[config.mk]
export PLATFORM = sky130hd
export DESIGN_NAME = triangle_osc_bank_gain_mixer
export DESIGN_NICKNAME = d
export VERILOG_FILES = /design/src/rtl/core/tosc_pkg.sv /design/src/rtl/core/tosc_ram.sv /design/src/rtl/core/tosc_ctrl.sv /design/src/rtl/core/tosc_dp.sv /design/src/rtl/core/triangle_osc_bank_gain_mixer.sv
export SDC_FILE = /design/constraint.sdc
export NUM_CORES = 2
export LEC_CHECK = 0
export ABC_AREA = 1
export BUFFER_PORTS_ARGS = -buffer_cell sky130_fd_sc_hd__buf_2
export CORE_UTILIZATION = 54
export CTS_BUF_LIST = sky130_fd_sc_hd__clkbuf_4 sky130_fd_sc_hd__clkbuf_8
export CTS_CLUSTER_DIAMETER = 200
export DETAILED_ROUTE_END_ITERATION = 10
export PLACE_DENSITY_LB_ADDON = 0.05
export SLEW_MARGIN = 10
export SYNTH_ARGS = -nofsm -noshare
export SYNTH_HDL_FRONTEND = slang
export SYNTH_SLANG_ARGS = --single-unit
export TNS_END_PERCENT = 10
[constraint.sdc]
create_clock -name i_clk -period 9.9 [get_ports i_clk]
set_input_delay 1.485 -clock i_clk [delete_from_list [all_inputs] [get_ports i_clk]]
set_output_delay 1.485 -clock i_clk [all_outputs]
set_load 0.1 [all_outputs]
[src/rtl/core/tosc_pkg.sv]
`timescale 1ns / 1ps

package tosc_pkg;

    // item field widths
    localparam int IDX_W    = 3;
    localparam int MODE_W   = 2;
    localparam int GAIN_W   = 16;
    localparam int STEP_W   = 31;
    localparam int PHASE_W  = 32;
    localparam int SAMPLE_W = 17;
    localparam int LIN_W    = 2 * IDX_W;

    // stream word widths
    localparam int S_TDATA_W = 56;
    localparam int M_TDATA_W = 24;

    // oscillator arithmetic
    localparam int SMP_W  = 14;          // scaled triangle, about +-6554
    localparam int TRIX_W = 17;          // biased triangle >> 15
    localparam int DIVP_W = TRIX_W + 16; // times reciprocal of 5
    localparam int DIV_SH = 18;
    localparam logic [15:0] DIV5_RECIP = 16'd52429;
    localparam logic [PHASE_W:0] TRI_K_LO = 33'd268517376;
    localparam logic [PHASE_W:0] TRI_K_HI = 33'd4563484672;
    localparam int SMP_OFS = 8192;

    // mixer arithmetic
    localparam int PROD_W  = SMP_W + GAIN_W + 1;
    localparam int ACC_W   = PROD_W + 3;
    localparam int Q_SH    = 15;
    localparam int OUT_Q_W = ACC_W + 1 - Q_SH;
    localparam int ROUND_HALF = 16384;
    localparam int SAT_HI = 65535;
    localparam int SAT_LO = -65536;

    typedef logic [IDX_W-1:0]  t_idx;
    typedef logic [MODE_W-1:0] t_mode;
    typedef logic [0:0]        t_cfg_idx;

    localparam t_mode MODE_TICK = 2'd0;
    localparam t_mode MODE_GAIN = 2'd1;
    localparam t_mode MODE_STEP = 2'd2;

    localparam t_cfg_idx CFG_RUN  = 1'b0;
    localparam t_cfg_idx CFG_MASK = 1'b1;

    // C4..C5 major scale at 44.1 kHz
    localparam logic [STEP_W-1:0] SCALE_STEPS [8] = '{
        31'd25480551, 31'd28600002, 31'd32103176, 31'd34012051,
        31'd38177487, 31'd42852281, 31'd48099738, 31'd50960128
    };

    typedef enum logic [2:0] {
        ST_IDLE,
        ST_ADV,
        ST_ADV_WAIT,
        ST_MIX,
        ST_MIX_WAIT,
        ST_EMIT
    } t_state;

    typedef struct packed {
        logic start;
        logic wr_gain;
        logic wr_step;
        logic adv_issue;
        logic mix_issue;
        logic out_load;
        t_idx src;
        t_idx chn;
    } t_ctrl_cmd;

    typedef struct packed {
        logic adv_busy;
        logic mix_busy;
        logic out_free;
    } t_dp_status;

endpackage

[src/rtl/core/tosc_ram.sv]
`timescale 1ns / 1ps

module tosc_ram #(
    parameter int WIDTH = 16,
    parameter int DEPTH = 64
) (
    input  logic                                          i_clk,
    input  logic                                          i_we,
    input  logic [((DEPTH > 1) ? $clog2(DEPTH) : 1)-1:0]  i_waddr,
    input  logic [WIDTH-1:0]                              i_wdata,
    input  logic                                          i_re,
    input  logic [((DEPTH > 1) ? $clog2(DEPTH) : 1)-1:0]  i_raddr,
    output logic [WIDTH-1:0]                              o_rdata
);
    logic [WIDTH-1:0] r_mem [DEPTH];
    logic [WIDTH-1:0] r_rdata;

    always_ff @(posedge i_clk) begin
        if (i_we) begin
            r_mem[i_waddr] <= i_wdata;
        end
        if (i_re) begin
            r_rdata <= r_mem[i_raddr];
        end
    end

    assign o_rdata = r_rdata;

endmodule

[src/rtl/core/tosc_ctrl.sv]
`timescale 1ns / 1ps

module tosc_ctrl #(
    parameter int SOURCES  = 8,
    parameter int CHANNELS = 8
) (
    input  logic                  i_clk,
    input  logic                  i_rst_n,
    input  logic                  i_s_tvalid,
    input  tosc_pkg::t_mode       i_mode,
    output logic                  o_s_tready,
    input  tosc_pkg::t_dp_status  i_status,
    output tosc_pkg::t_ctrl_cmd   o_cmd
);
    localparam tosc_pkg::t_idx SRC_LAST = tosc_pkg::IDX_W'(SOURCES - 1);
    localparam tosc_pkg::t_idx CHN_LAST = tosc_pkg::IDX_W'(CHANNELS - 1);
    localparam tosc_pkg::t_idx IDX_ONE  = tosc_pkg::IDX_W'(1);

    tosc_pkg::t_state r_state, n_state;
    tosc_pkg::t_idx   r_src, n_src;
    tosc_pkg::t_idx   r_chn, n_chn;
    logic             accept;

    assign accept = i_s_tvalid && (r_state == tosc_pkg::ST_IDLE);

    always_ff @(posedge i_clk) begin
        if (!i_rst_n) begin
            r_state <= tosc_pkg::ST_IDLE;
            r_src   <= '0;
            r_chn   <= '0;
        end else begin
            r_state <= n_state;
            r_src   <= n_src;
            r_chn   <= n_chn;
        end
    end

    // next state and sequencing counters
    always_comb begin
        n_state = r_state;
        n_src   = r_src;
        n_chn   = r_chn;
        unique case (r_state)
            tosc_pkg::ST_IDLE: begin
                if (accept && (i_mode == tosc_pkg::MODE_TICK)) begin
                    n_state = tosc_pkg::ST_ADV;
                    n_src   = '0;
                end
            end
            tosc_pkg::ST_ADV: begin
                if (r_src == SRC_LAST) begin
                    n_state = tosc_pkg::ST_ADV_WAIT;
                end else begin
                    n_src = r_src + IDX_ONE;
                end
            end
            tosc_pkg::ST_ADV_WAIT: begin
                if (!i_status.adv_busy) begin
                    n_state = tosc_pkg::ST_MIX;
                    n_src   = '0;
                    n_chn   = '0;
                end
            end
            tosc_pkg::ST_MIX: begin
                if (r_src == SRC_LAST) begin
                    n_state = tosc_pkg::ST_MIX_WAIT;
                end else begin
                    n_src = r_src + IDX_ONE;
                end
            end
            tosc_pkg::ST_MIX_WAIT: begin
                if (!i_status.mix_busy) begin
                    n_state = tosc_pkg::ST_EMIT;
                end
            end
            tosc_pkg::ST_EMIT: begin
                if (i_status.out_free) begin
                    if (r_chn == CHN_LAST) begin
                        n_state = tosc_pkg::ST_IDLE;
                    end else begin
                        n_state = tosc_pkg::ST_MIX;
                        n_chn   = r_chn + IDX_ONE;
                        n_src   = '0;
                    end
                end
            end
            default: begin
                n_state = tosc_pkg::ST_IDLE;
            end
        endcase
    end

    // commands
    always_comb begin
        o_cmd      = '0;
        o_cmd.src  = r_src;
        o_cmd.chn  = r_chn;
        o_s_tready = 1'b0;
        unique case (r_state)
            tosc_pkg::ST_IDLE: begin
                o_s_tready    = 1'b1;
                o_cmd.start   = accept && (i_mode == tosc_pkg::MODE_TICK);
                o_cmd.wr_gain = accept && (i_mode == tosc_pkg::MODE_GAIN);
                o_cmd.wr_step = accept && (i_mode == tosc_pkg::MODE_STEP);
            end
            tosc_pkg::ST_ADV: begin
                o_cmd.adv_issue = 1'b1;
            end
            tosc_pkg::ST_MIX: begin
                o_cmd.mix_issue = 1'b1;
            end
            tosc_pkg::ST_EMIT: begin
                o_cmd.out_load = i_status.out_free;
            end
            tosc_pkg::ST_ADV_WAIT, tosc_pkg::ST_MIX_WAIT: begin
                o_cmd.out_load = 1'b0;
            end
            default: begin
                o_cmd = '0;
            end
        endcase
    end

endmodule

[src/rtl/core/tosc_dp.sv]
`timescale 1ns / 1ps

module tosc_dp #(
    parameter int SOURCES  = 8,
    parameter int CHANNELS = 8
) (
    input  logic                                  i_clk,
    input  logic                                  i_rst_n,
    input  tosc_pkg::t_ctrl_cmd                   i_cmd,
    output tosc_pkg::t_dp_status                  o_status,
    input  logic                                  i_cfg_we,
    input  tosc_pkg::t_cfg_idx                    i_cfg_index,
    input  logic [7:0]                            i_cfg_wdata,
    input  tosc_pkg::t_idx                        i_src,
    input  tosc_pkg::t_idx                        i_chn,
    input  logic [tosc_pkg::GAIN_W-1:0]           i_gain,
    input  logic [tosc_pkg::STEP_W-1:0]           i_step,
    input  logic                                  i_m_tready,
    output logic                                  o_m_tvalid,
    output tosc_pkg::t_idx                        o_chan,
    output logic signed [tosc_pkg::SAMPLE_W-1:0]  o_sample,
    output logic                                  o_last
);
    localparam int SRC_AW     = (SOURCES > 1) ? $clog2(SOURCES) : 1;
    localparam int GAIN_DEPTH = SOURCES * CHANNELS;
    localparam int GAIN_AW    = (GAIN_DEPTH > 1) ? $clog2(GAIN_DEPTH) : 1;
    localparam int PW  = tosc_pkg::PHASE_W;
    localparam int SW  = tosc_pkg::SMP_W;
    localparam int PRW = tosc_pkg::PROD_W;
    localparam int AW  = tosc_pkg::ACC_W;
    localparam int QW  = tosc_pkg::OUT_Q_W;
    localparam logic [tosc_pkg::IDX_W:0] SRC_CNT = (tosc_pkg::IDX_W + 1)'(SOURCES);
    localparam logic [tosc_pkg::IDX_W:0] CHN_CNT = (tosc_pkg::IDX_W + 1)'(CHANNELS);
    localparam logic [tosc_pkg::LIN_W-1:0] CHN_MUL = tosc_pkg::LIN_W'(CHANNELS);
    localparam tosc_pkg::t_idx CHN_LAST = tosc_pkg::IDX_W'(CHANNELS - 1);
    localparam logic signed [QW-1:0] SAT_HI = QW'(tosc_pkg::SAT_HI);
    localparam logic signed [QW-1:0] SAT_LO = QW'(tosc_pkg::SAT_LO);
    localparam logic [tosc_pkg::IDX_W-1:0] IDX_PAD = '0;

    // configuration and oscillator state
    logic                          r_run;
    logic [7:0]                    r_mask;
    logic [PW-1:0]                 r_phase [SOURCES];
    logic [tosc_pkg::STEP_W-1:0]   r_step  [SOURCES];
    logic signed [SW-1:0]          r_smp   [SOURCES];
    logic [GAIN_DEPTH-1:0]         r_gvld;

    // oscillator pipe
    logic                          r_a_vld, r_b_vld, r_c_vld;
    logic                          r_a_act, r_b_act, r_c_act;
    logic [SRC_AW-1:0]             r_a_src, r_b_src, r_c_src;
    logic [PW-1:0]                 r_a_p;
    logic [tosc_pkg::TRIX_W-1:0]   r_b_x;
    logic [tosc_pkg::DIVP_W-1:0]   r_c_prod;

    // mixer pipe
    logic                          r_m1_vld, r_m2_vld;
    logic                          r_m1_gv;
    logic [SRC_AW-1:0]             r_m1_src;
    logic signed [PRW-1:0]         r_prod;
    logic signed [AW-1:0]          r_acc;

    // result register
    logic                          r_out_vld;
    tosc_pkg::t_idx                r_out_chan;
    logic signed [tosc_pkg::SAMPLE_W-1:0] r_out_sample;
    logic                          r_out_last;

    logic [SRC_AW-1:0]             adv_sel;
    logic [SRC_AW-1:0]             wr_sel;
    logic                          adv_act;
    logic [PW-1:0]                 adv_sum;
    logic [PW:0]                   tri_u;
    logic [tosc_pkg::DIVP_W-tosc_pkg::DIV_SH-1:0] div_q;
    logic signed [SW+1:0]          smp_wide;
    logic                          src_ok, chn_ok;
    logic                          gain_we;
    logic [tosc_pkg::LIN_W-1:0]    waddr_lin, raddr_lin;
    logic [tosc_pkg::GAIN_W-1:0]   ram_rdata, gain_eff;
    logic signed [PRW-1:0]         mix_prod;
    logic signed [AW:0]            acc_rnd;
    logic signed [QW-1:0]          acc_q;
    logic signed [tosc_pkg::SAMPLE_W-1:0] sat_val;
    logic                          out_free;

    assign adv_sel = i_cmd.src[SRC_AW-1:0];
    assign wr_sel  = i_src[SRC_AW-1:0];
    assign adv_act = r_run & r_mask[i_cmd.src];
    assign adv_sum = r_phase[adv_sel] + {1'b0, r_step[adv_sel]};

    assign src_ok  = {1'b0, i_src} < SRC_CNT;
    assign chn_ok  = {1'b0, i_chn} < CHN_CNT;
    assign gain_we = i_cmd.wr_gain && src_ok && chn_ok;

    assign waddr_lin = {IDX_PAD, i_src} * CHN_MUL + {IDX_PAD, i_chn};
    assign raddr_lin = {IDX_PAD, i_cmd.src} * CHN_MUL + {IDX_PAD, i_cmd.chn};

    // fold: biased triangle, bias keeps the floor division unsigned
    assign tri_u = r_a_p[PW-1] ? (tosc_pkg::TRI_K_HI - {1'b0, r_a_p})
                               : ({1'b0, r_a_p} + tosc_pkg::TRI_K_LO);

    // divide by 5 through the reciprocal; exact for the 17-bit range
    assign div_q    = r_c_prod[tosc_pkg::DIVP_W-1:tosc_pkg::DIV_SH];
    assign smp_wide = $signed({1'b0, div_q}) - (SW + 2)'(tosc_pkg::SMP_OFS);

    assign gain_eff = r_m1_gv ? ram_rdata : '0;
    assign mix_prod = r_smp[r_m1_src] * $signed({1'b0, gain_eff});

    assign acc_rnd = {r_acc[AW-1], r_acc} + (AW + 1)'(tosc_pkg::ROUND_HALF);
    assign acc_q   = acc_rnd[AW:tosc_pkg::Q_SH];

    always_comb begin
        if (acc_q > SAT_HI) begin
            sat_val = SAT_HI[tosc_pkg::SAMPLE_W-1:0];
        end else if (acc_q < SAT_LO) begin
            sat_val = SAT_LO[tosc_pkg::SAMPLE_W-1:0];
        end else begin
            sat_val = acc_q[tosc_pkg::SAMPLE_W-1:0];
        end
    end

    assign out_free = !r_out_vld || i_m_tready;

    tosc_ram #(
        .WIDTH (tosc_pkg::GAIN_W),
        .DEPTH (GAIN_DEPTH)
    ) u_gain_ram (
        .i_clk   (i_clk),
        .i_we    (gain_we),
        .i_waddr (waddr_lin[GAIN_AW-1:0]),
        .i_wdata (i_gain),
        .i_re    (i_cmd.mix_issue),
        .i_raddr (raddr_lin[GAIN_AW-1:0]),
        .o_rdata (ram_rdata)
    );

    // valid bits, config, gain flags, phases, steps and accumulator
    always_ff @(posedge i_clk) begin
        if (!i_rst_n) begin
            r_run     <= 1'b0;
            r_mask    <= 8'hFF;
            r_gvld    <= '0;
            r_a_vld   <= 1'b0;
            r_b_vld   <= 1'b0;
            r_c_vld   <= 1'b0;
            r_m1_vld  <= 1'b0;
            r_m2_vld  <= 1'b0;
            r_out_vld <= 1'b0;
            r_acc     <= '0;
            for (int s = 0; s < SOURCES; s++) begin
                r_phase[s] <= '0;
                r_step[s]  <= tosc_pkg::SCALE_STEPS[s];
            end
        end else begin
            if (i_cfg_we) begin
                unique case (i_cfg_index)
                    tosc_pkg::CFG_RUN:  r_run  <= i_cfg_wdata[0];
                    tosc_pkg::CFG_MASK: r_mask <= i_cfg_wdata;
                    default: r_run <= r_run;
                endcase
            end
            if (gain_we) begin
                r_gvld[waddr_lin[GAIN_AW-1:0]] <= 1'b1;
            end
            if (i_cmd.wr_step && src_ok) begin
                r_step[wr_sel] <= i_step;
            end
            if (i_cmd.adv_issue && adv_act) begin
                r_phase[adv_sel] <= adv_sum;
            end
            r_a_vld  <= i_cmd.adv_issue;
            r_b_vld  <= r_a_vld;
            r_c_vld  <= r_b_vld;
            r_m1_vld <= i_cmd.mix_issue;
            r_m2_vld <= r_m1_vld;

            if (i_cmd.start || i_cmd.out_load) begin
                r_acc <= '0;
            end else if (r_m2_vld) begin
                r_acc <= r_acc + {{(AW - PRW){r_prod[PRW-1]}}, r_prod};
            end

            if (i_cmd.out_load) begin
                r_out_vld <= 1'b1;
            end else if (i_m_tready) begin
                r_out_vld <= 1'b0;
            end
        end
    end

    // payload
    always_ff @(posedge i_clk) begin
        r_a_p    <= adv_sum;
        r_a_act  <= adv_act;
        r_a_src  <= adv_sel;
        r_b_x    <= tri_u[PW-1:tosc_pkg::Q_SH];
        r_b_act  <= r_a_act;
        r_b_src  <= r_a_src;
        r_c_prod <= r_b_x * tosc_pkg::DIV5_RECIP;
        r_c_act  <= r_b_act;
        r_c_src  <= r_b_src;
        if (r_c_vld) begin
            r_smp[r_c_src] <= r_c_act ? smp_wide[SW-1:0] : '0;
        end
        r_m1_src <= adv_sel;
        r_m1_gv  <= r_gvld[raddr_lin[GAIN_AW-1:0]];
        r_prod   <= mix_prod;
        if (i_cmd.out_load) begin
            r_out_chan   <= i_cmd.chn;
            r_out_sample <= sat_val;
            r_out_last   <= (i_cmd.chn == CHN_LAST);
        end
    end

    assign o_status.adv_busy = r_a_vld | r_b_vld | r_c_vld;
    assign o_status.mix_busy = r_m1_vld | r_m2_vld;
    assign o_status.out_free = out_free;

    assign o_m_tvalid = r_out_vld;
    assign o_chan     = r_out_chan;
    assign o_sample   = r_out_sample;
    assign o_last     = r_out_last;

endmodule

[src/rtl/core/triangle_osc_bank_gain_mixer.sv]
`timescale 1ns / 1ps
// Bank of SOURCES triangle oscillators mixed into CHANNELS outputs through a
// Q1.15 source-by-channel gain table. Requests on the slave stream carry a
// mode: a tick advances every enabled oscillator by its phase step, folds the
// phase to a triangle scaled by 0.2, and emits one saturated Q2.15 sample per
// channel (channel 0 first, tlast on the final one); mode 1 writes one gain
// entry, mode 2 writes one phase step; mode 3 and out-of-range indexes are
// dropped. With run_enable low a tick emits zeros and phases hold. Gains read
// zero until written (per-entry valid bits, no clearing pass); phase steps
// come out of reset on the C4..C5 major scale at 44.1 kHz. A tick first
// advances the oscillators and then mixes the channels in turn: one shared
// multiplier walks the gain table one entry per cycle within a channel,
// waiting between channels while the output register is stalled, and the
// oscillator fold runs through the a, b and c pipe registers. A new request
// is taken once the last channel has been handed to the output register.

module triangle_osc_bank_gain_mixer #(
    parameter int SOURCES  = 8,
    parameter int CHANNELS = 8
) (
    input  logic                              i_clk,
    input  logic                              i_rst_n,
    // slave stream
    input  logic                              i_s_tvalid,
    output logic                              o_s_tready,
    // [1:0] mode, [4:2] source_index, [7:5] channel_index,
    // [23:8] gain_value, [54:24] step_value, [55] zero
    input  logic [tosc_pkg::S_TDATA_W-1:0]    i_s_tdata,
    // master stream
    output logic                              o_m_tvalid,
    input  logic                              i_m_tready,
    // [2:0] channel_number, [19:3] channel_sample, [23:20] zero
    output logic [tosc_pkg::M_TDATA_W-1:0]    o_m_tdata,
    output logic                              o_m_tlast,
    // config write port: 0 run_enable, 1 osc_enable_mask
    input  logic                              i_cfg_we,
    input  tosc_pkg::t_cfg_idx                i_cfg_index,
    input  logic [7:0]                        i_cfg_wdata
);
    tosc_pkg::t_ctrl_cmd   cmd;
    tosc_pkg::t_dp_status  status;
    tosc_pkg::t_idx        out_chan;
    logic signed [tosc_pkg::SAMPLE_W-1:0] out_sample;

    tosc_ctrl #(
        .SOURCES  (SOURCES),
        .CHANNELS (CHANNELS)
    ) u_ctrl (
        .i_clk      (i_clk),
        .i_rst_n    (i_rst_n),
        .i_s_tvalid (i_s_tvalid),
        .i_mode     (i_s_tdata[1:0]),
        .o_s_tready (o_s_tready),
        .i_status   (status),
        .o_cmd      (cmd)
    );

    tosc_dp #(
        .SOURCES  (SOURCES),
        .CHANNELS (CHANNELS)
    ) u_dp (
        .i_clk       (i_clk),
        .i_rst_n     (i_rst_n),
        .i_cmd       (cmd),
        .o_status    (status),
        .i_cfg_we    (i_cfg_we),
        .i_cfg_index (i_cfg_index),
        .i_cfg_wdata (i_cfg_wdata),
        .i_src       (i_s_tdata[4:2]),
        .i_chn       (i_s_tdata[7:5]),
        .i_gain      (i_s_tdata[23:8]),
        .i_step      (i_s_tdata[54:24]),
        .i_m_tready  (i_m_tready),
        .o_m_tvalid  (o_m_tvalid),
        .o_chan      (out_chan),
        .o_sample    (out_sample),
        .o_last      (o_m_tlast)
    );

    assign o_m_tdata = {4'b0000, out_sample, out_chan};

endmodule

==> results.py <==
metrics = {
    "clocking": {
        "cts_root_buffer": "clkbuf_8",
        "worstSkewPairLatency_ns": 1.04,
        "tritoncts": "done",
        "post_cts.resized_instances": 0,
        "post_cts.repair.setup_buffers": 0,
        "clk_pin_slew_worst_paths_ns": 0.06,
        "cts_hold_repair.buffers": 0,
        "tritoncts.num_buffers": 326,
        "htree_num_levels": 5,
        "clock_sinks": 1906,
        "ctsLongestPathBuffers": 4,
    },
    "yosys": {
        "netlist_area_um2": 91800,
        "yosys.cell_types.count": 54,
        "seq_area_frac_synth": 0.599,
        "ys_seq_elements": 1906,
        "synth-adder-area-share": 0.0985,
        "fraction_of_the_mapped_netlist_area_in_simple_logic_gates": 0.142,
        "async_flop_share": 0,
        "synth_compound_gate_area_share": 0.0974,
        "synthCells": 8528,
        "synth_area_per_cell_um2": 10.8,
        "synth_top_family_by_area": "simple AND/OR/NAND/NOR gates",
        "synth-warning-count": 0,
        "predominant_post_synthesis_flop_cell": "edfxtp_1",
        "synth_enable_flop_cells": 1677,
        "yosys-mux-area-fraction": 0.00284,
        "synthXorXnorAreaFrac": 0.0106,
    },
    "timing": {
        "worst_pin_slew_ns": 1.25,
        "setup_tns_after_final_layout_ns": 0,
        "skew_ns": 0.0862,
        "rsz0062_at_grt": "false",
        "count_of_endpoints_failing_hold_in_the_final_timing_report": 0,
        "period_share": 0.735,
        "final.min_clock_period_ns": 7.28,
        "relSlewSlack": 0.168,
        "final_max_slew_viol_count": 0,
        "timing.fmax_mhz": 137,
        "setup_viol": 0,
    },
    "final_layout": {
        "filler_cell_count": 13900,
        "layout_area_overhead_pct": 10.1,
        "layout-drive-gt1-share": 0.0931,
        "register_area_um2": 54900,
        "multiInputGateArea_um2": 32300,
        "instances_no_fill": 11200,
        "num-nets-final": 9366,
    },
    "floorplan": {
        "die_h_um": 414,
        "fp.dieArea_um2": 172000,
        "starting_utilization_of_the_core_area": 0.546,
        "placement_rows": 150,
        "dieWidth_um": 414,
        "top_level_ports": 97,
        "floorplan.core_area_um2": 168000,
    },
    "route": {
        "vias": 64600,
        "detail_route.drc_violations": 0,
        "drt-vias-per-instance": 5.78,
        "final_antenna_net_count": 0,
        "routed_wire_length_per_instance_um": 22.6,
        "finalWirelength_mm": 252,
        "violation_count_after_the_first_detailed_route_iteration": 6976,
        "drt_first_pass_iters": 6,
    },
    "min_path": {
        "timing.hold.worst_path_depth": 0,
        "timing.hold.worst.start": "u_dp.r_b_act$_DFF_P_",
        "worst_hold_path_type": "reg -> reg",
        "holdPathEnd": "u_dp.r_c_act$_DFF_P_",
    },
    "placed_design": {
        "portBuffers": 91,
        "detailedPlacementHpwl_mm": 153,
        "dpl.cell_count": 10600,
        "gpl.final_weighted_congestion": 0.943,
    },
    "setup_path": {
        "criticalPathCategory": "reg -> reg",
        "ff2ff_setup_slack_ns": 2.62,
        "cp.required_ns": 10.78,
        "regToRegEndpoint": "u_dp.r_prod[24]$_DFF_P_",
        "crit_fanout": 46,
        "reg2reg_depth": 26,
        "critPathLaunchType": "flip-flop",
        "crit-reg2reg-launch": "u_dp.r_a_src[1]$_DFF_P_",
        "critical_path_arrival_ns": 8.16,
        "critPathCaptureType": "flip-flop",
    },
    "global_route": {
        "grt.total_usage": 0.289,
        "grt_pass1_wl_mm": 375,
        "antenna_found_initial": 13,
        "grt_overflow": 0,
        "number_of_global_route_vias_before_repair": 61700,
        "largest_net_degree_at_the_start_of_global_routing": 197,
    },
    "status": {
        "run_status": "completed",
    },
    "run": {
        "drv_cap": 0,
    },
}
==> cells by family (layout without fill, tap and decap cells) <==
| kind of cell | Yosys count | count (layout) |
|---|---|---|
| compound gates | 1509 | 1509 |
| buf+inv | 1192 | 1623 |
| simple gates | 3214 | 3214 |
| xor+xnor | 111 | 111 |
| other cells | 1 | 11 |
| mux | 26 | 26 |
| flops | 1906 | 1906 |
| fa+ha+maj | 569 | 569 |
==> state kept, by name, summed over array words and instances (netlist names), 8 cells and up <==
name,count
u_dp.u_gain_ram.r_mem,1024
u_dp.r_phase,256
u_dp.r_step,248
u_dp.r_smp,112
u_dp.r_gvld,64
u_dp.r_acc,34
u_dp.r_a_p,32
u_dp.r_prod,31
u_dp.o_sample,17
u_dp.r_b_x,17
u_dp.u_gain_ram.o_rdata,16
u_dp.r_c_prod,14
u_dp.r_mask,8
==> per-layer routing <==
| layer | up-vias | global-route usage | part of all wire | wire length (um) |
|---|---|---|---|---|
| li1 | 29900 | - | - | - |
| met1 | 31600 | 0.419 | 0.43 | 110000 |
| met2 | 2700 | 0.447 | 0.46 | 115000 |
| met3 | 469 | 0.0498 | 0.084 | 21100 |
| met4 | 14 | 0.0864 | 0.027 | 6690 |
| met5 | - | 0 | 0.00036 | 92 |
==> synth_stat cells (all sizes together), types with 11 or more instances <==
cell type / n / area [um2]
clkbuf: 325 / 1220
fa: 256 / 5120
o21ai: 736 / 3680
or2: 19 / 119
a21oi: 190 / 951
ha: 313 / 3920
a221oi: 24 / 210
nand2: 975 / 3700
a21boi: 11 / 82.6
nand3: 265 / 1430
o22ai: 126 / 788
dfxtp: 229 / 4580
a31oi: 13 / 81.3
a22oi: 69 / 518
nor3: 60 / 305
nor2: 1776 / 6690
mux2i: 26 / 260
inv: 798 / 3000
xnor2: 34 / 298
a21o: 17 / 128
o21bai: 13 / 97.6
o211ai: 244 / 1840
buf: 54 / 345
xor2: 77 / 674
nand4: 66 / 413
edfxtp: 1677 / 50400
clkinv: 15 / 56.3
o221ai: 46 / 403
nor4: 39 / 244
==> how the worst max path moves through the flow <==
stage | startpoint | end | slack (ns) | depth (start not counted)
floorplan | u_dp.r_a_src[0]$_DFF_P_ | u_dp.r_prod[24]$_DFF_P_ | 3.46 | 28
global placement | u_dp.r_a_src[0]$_DFF_P_ | u_dp.r_prod[24]$_DFF_P_ | 2.72 | 26
detailed placement | u_dp.r_a_src[0]$_DFF_P_ | u_dp.r_prod[24]$_DFF_P_ | 2.66 | 26
CTS | u_dp.r_a_src[0]$_DFF_P_ | u_dp.r_prod[24]$_DFF_P_ | 2.60 | 26
global route | u_dp.r_a_src[0]$_DFF_P_ | u_dp.r_prod[24]$_DFF_P_ | 2.11 | 26
finish | u_dp.r_a_src[1]$_DFF_P_ | u_dp.r_prod[24]$_DFF_P_ | 2.62 | 26
==> per-stage QoR <==
step / setup WS, ns / cell area [um2] / hold slack, ns / utilization
after floorplan: 3.46 / 91800 / 0.310 / -
after detailed placement: 2.66 / 94800 / 0.320 / 0.564
after CTS: 2.60 / 101000 / 0.303 / 0.601
after global placement: 2.72 / 94800 / 0.312 / 0.564
final: 2.62 / 101000 / 0.296 / 0.601
after global routing: 2.11 / 101000 / 0.305 / 0.601
==> cell type report <==
cell class | instances | share of cell area
diodes | 7 | 0.000173
clock buffers | 477 | 0.0572
clock inverters | 86 | 0.00454
inverters | 813 | 0.0304
multi-input cells | 5433 | 0.320
flip-flops and latches | 1906 | 0.544
well taps | 2204 | 0.0273
repair buffers | 247 | 0.0165
==> cells in the final DEF (no fill, tap or decap), types with 39 or more instances in the layout <==
cell type,instances
a21oi_1,190
a22oi_1,69
buf_2,91
buf_4,153
clkbuf_4,125
clkbuf_8,352
clkinv_1,72
dfxtp_1,227
edfxtp_1,1677
fa_1,256
ha_1,313
inv_1,789
nand2_1,960
nand3_1,257
nand4_1,66
nor2_1,1750
nor3_1,58
nor4_1,39
o211ai_1,243
o21ai_0,732
o221ai_1,46
o22ai_1,126
xor2_1,77
==> worst max-delay path, cell delays in order, from the launching register on <==
cell and delay [ns]:
dfxtp_2 0.87, buf_4 0.31, o21ai_0 0.10, o221ai_1 0.22, nand2_1 0.42, inv_1 0.35
nand2_1 0.11, fa_1 0.44, fa_1 0.54, inv_1 0.06, fa_1 0.50, inv_1 0.05
fa_1 0.54, inv_1 0.06, fa_1 0.47, inv_1 0.05, fa_1 0.48, inv_1 0.05
ha_1 0.33, a21oi_1 0.23, nor2_1 0.06, nor2_1 0.14, o21ai_0 0.22, nand2_1 0.11
nand2_1 0.08, a21oi_1 0.19, xnor2_1 0.14
Power is left out: the tool's default activity adds up to more than one toggle a clock period on the data nets, which glitch-free logic cannot reach.
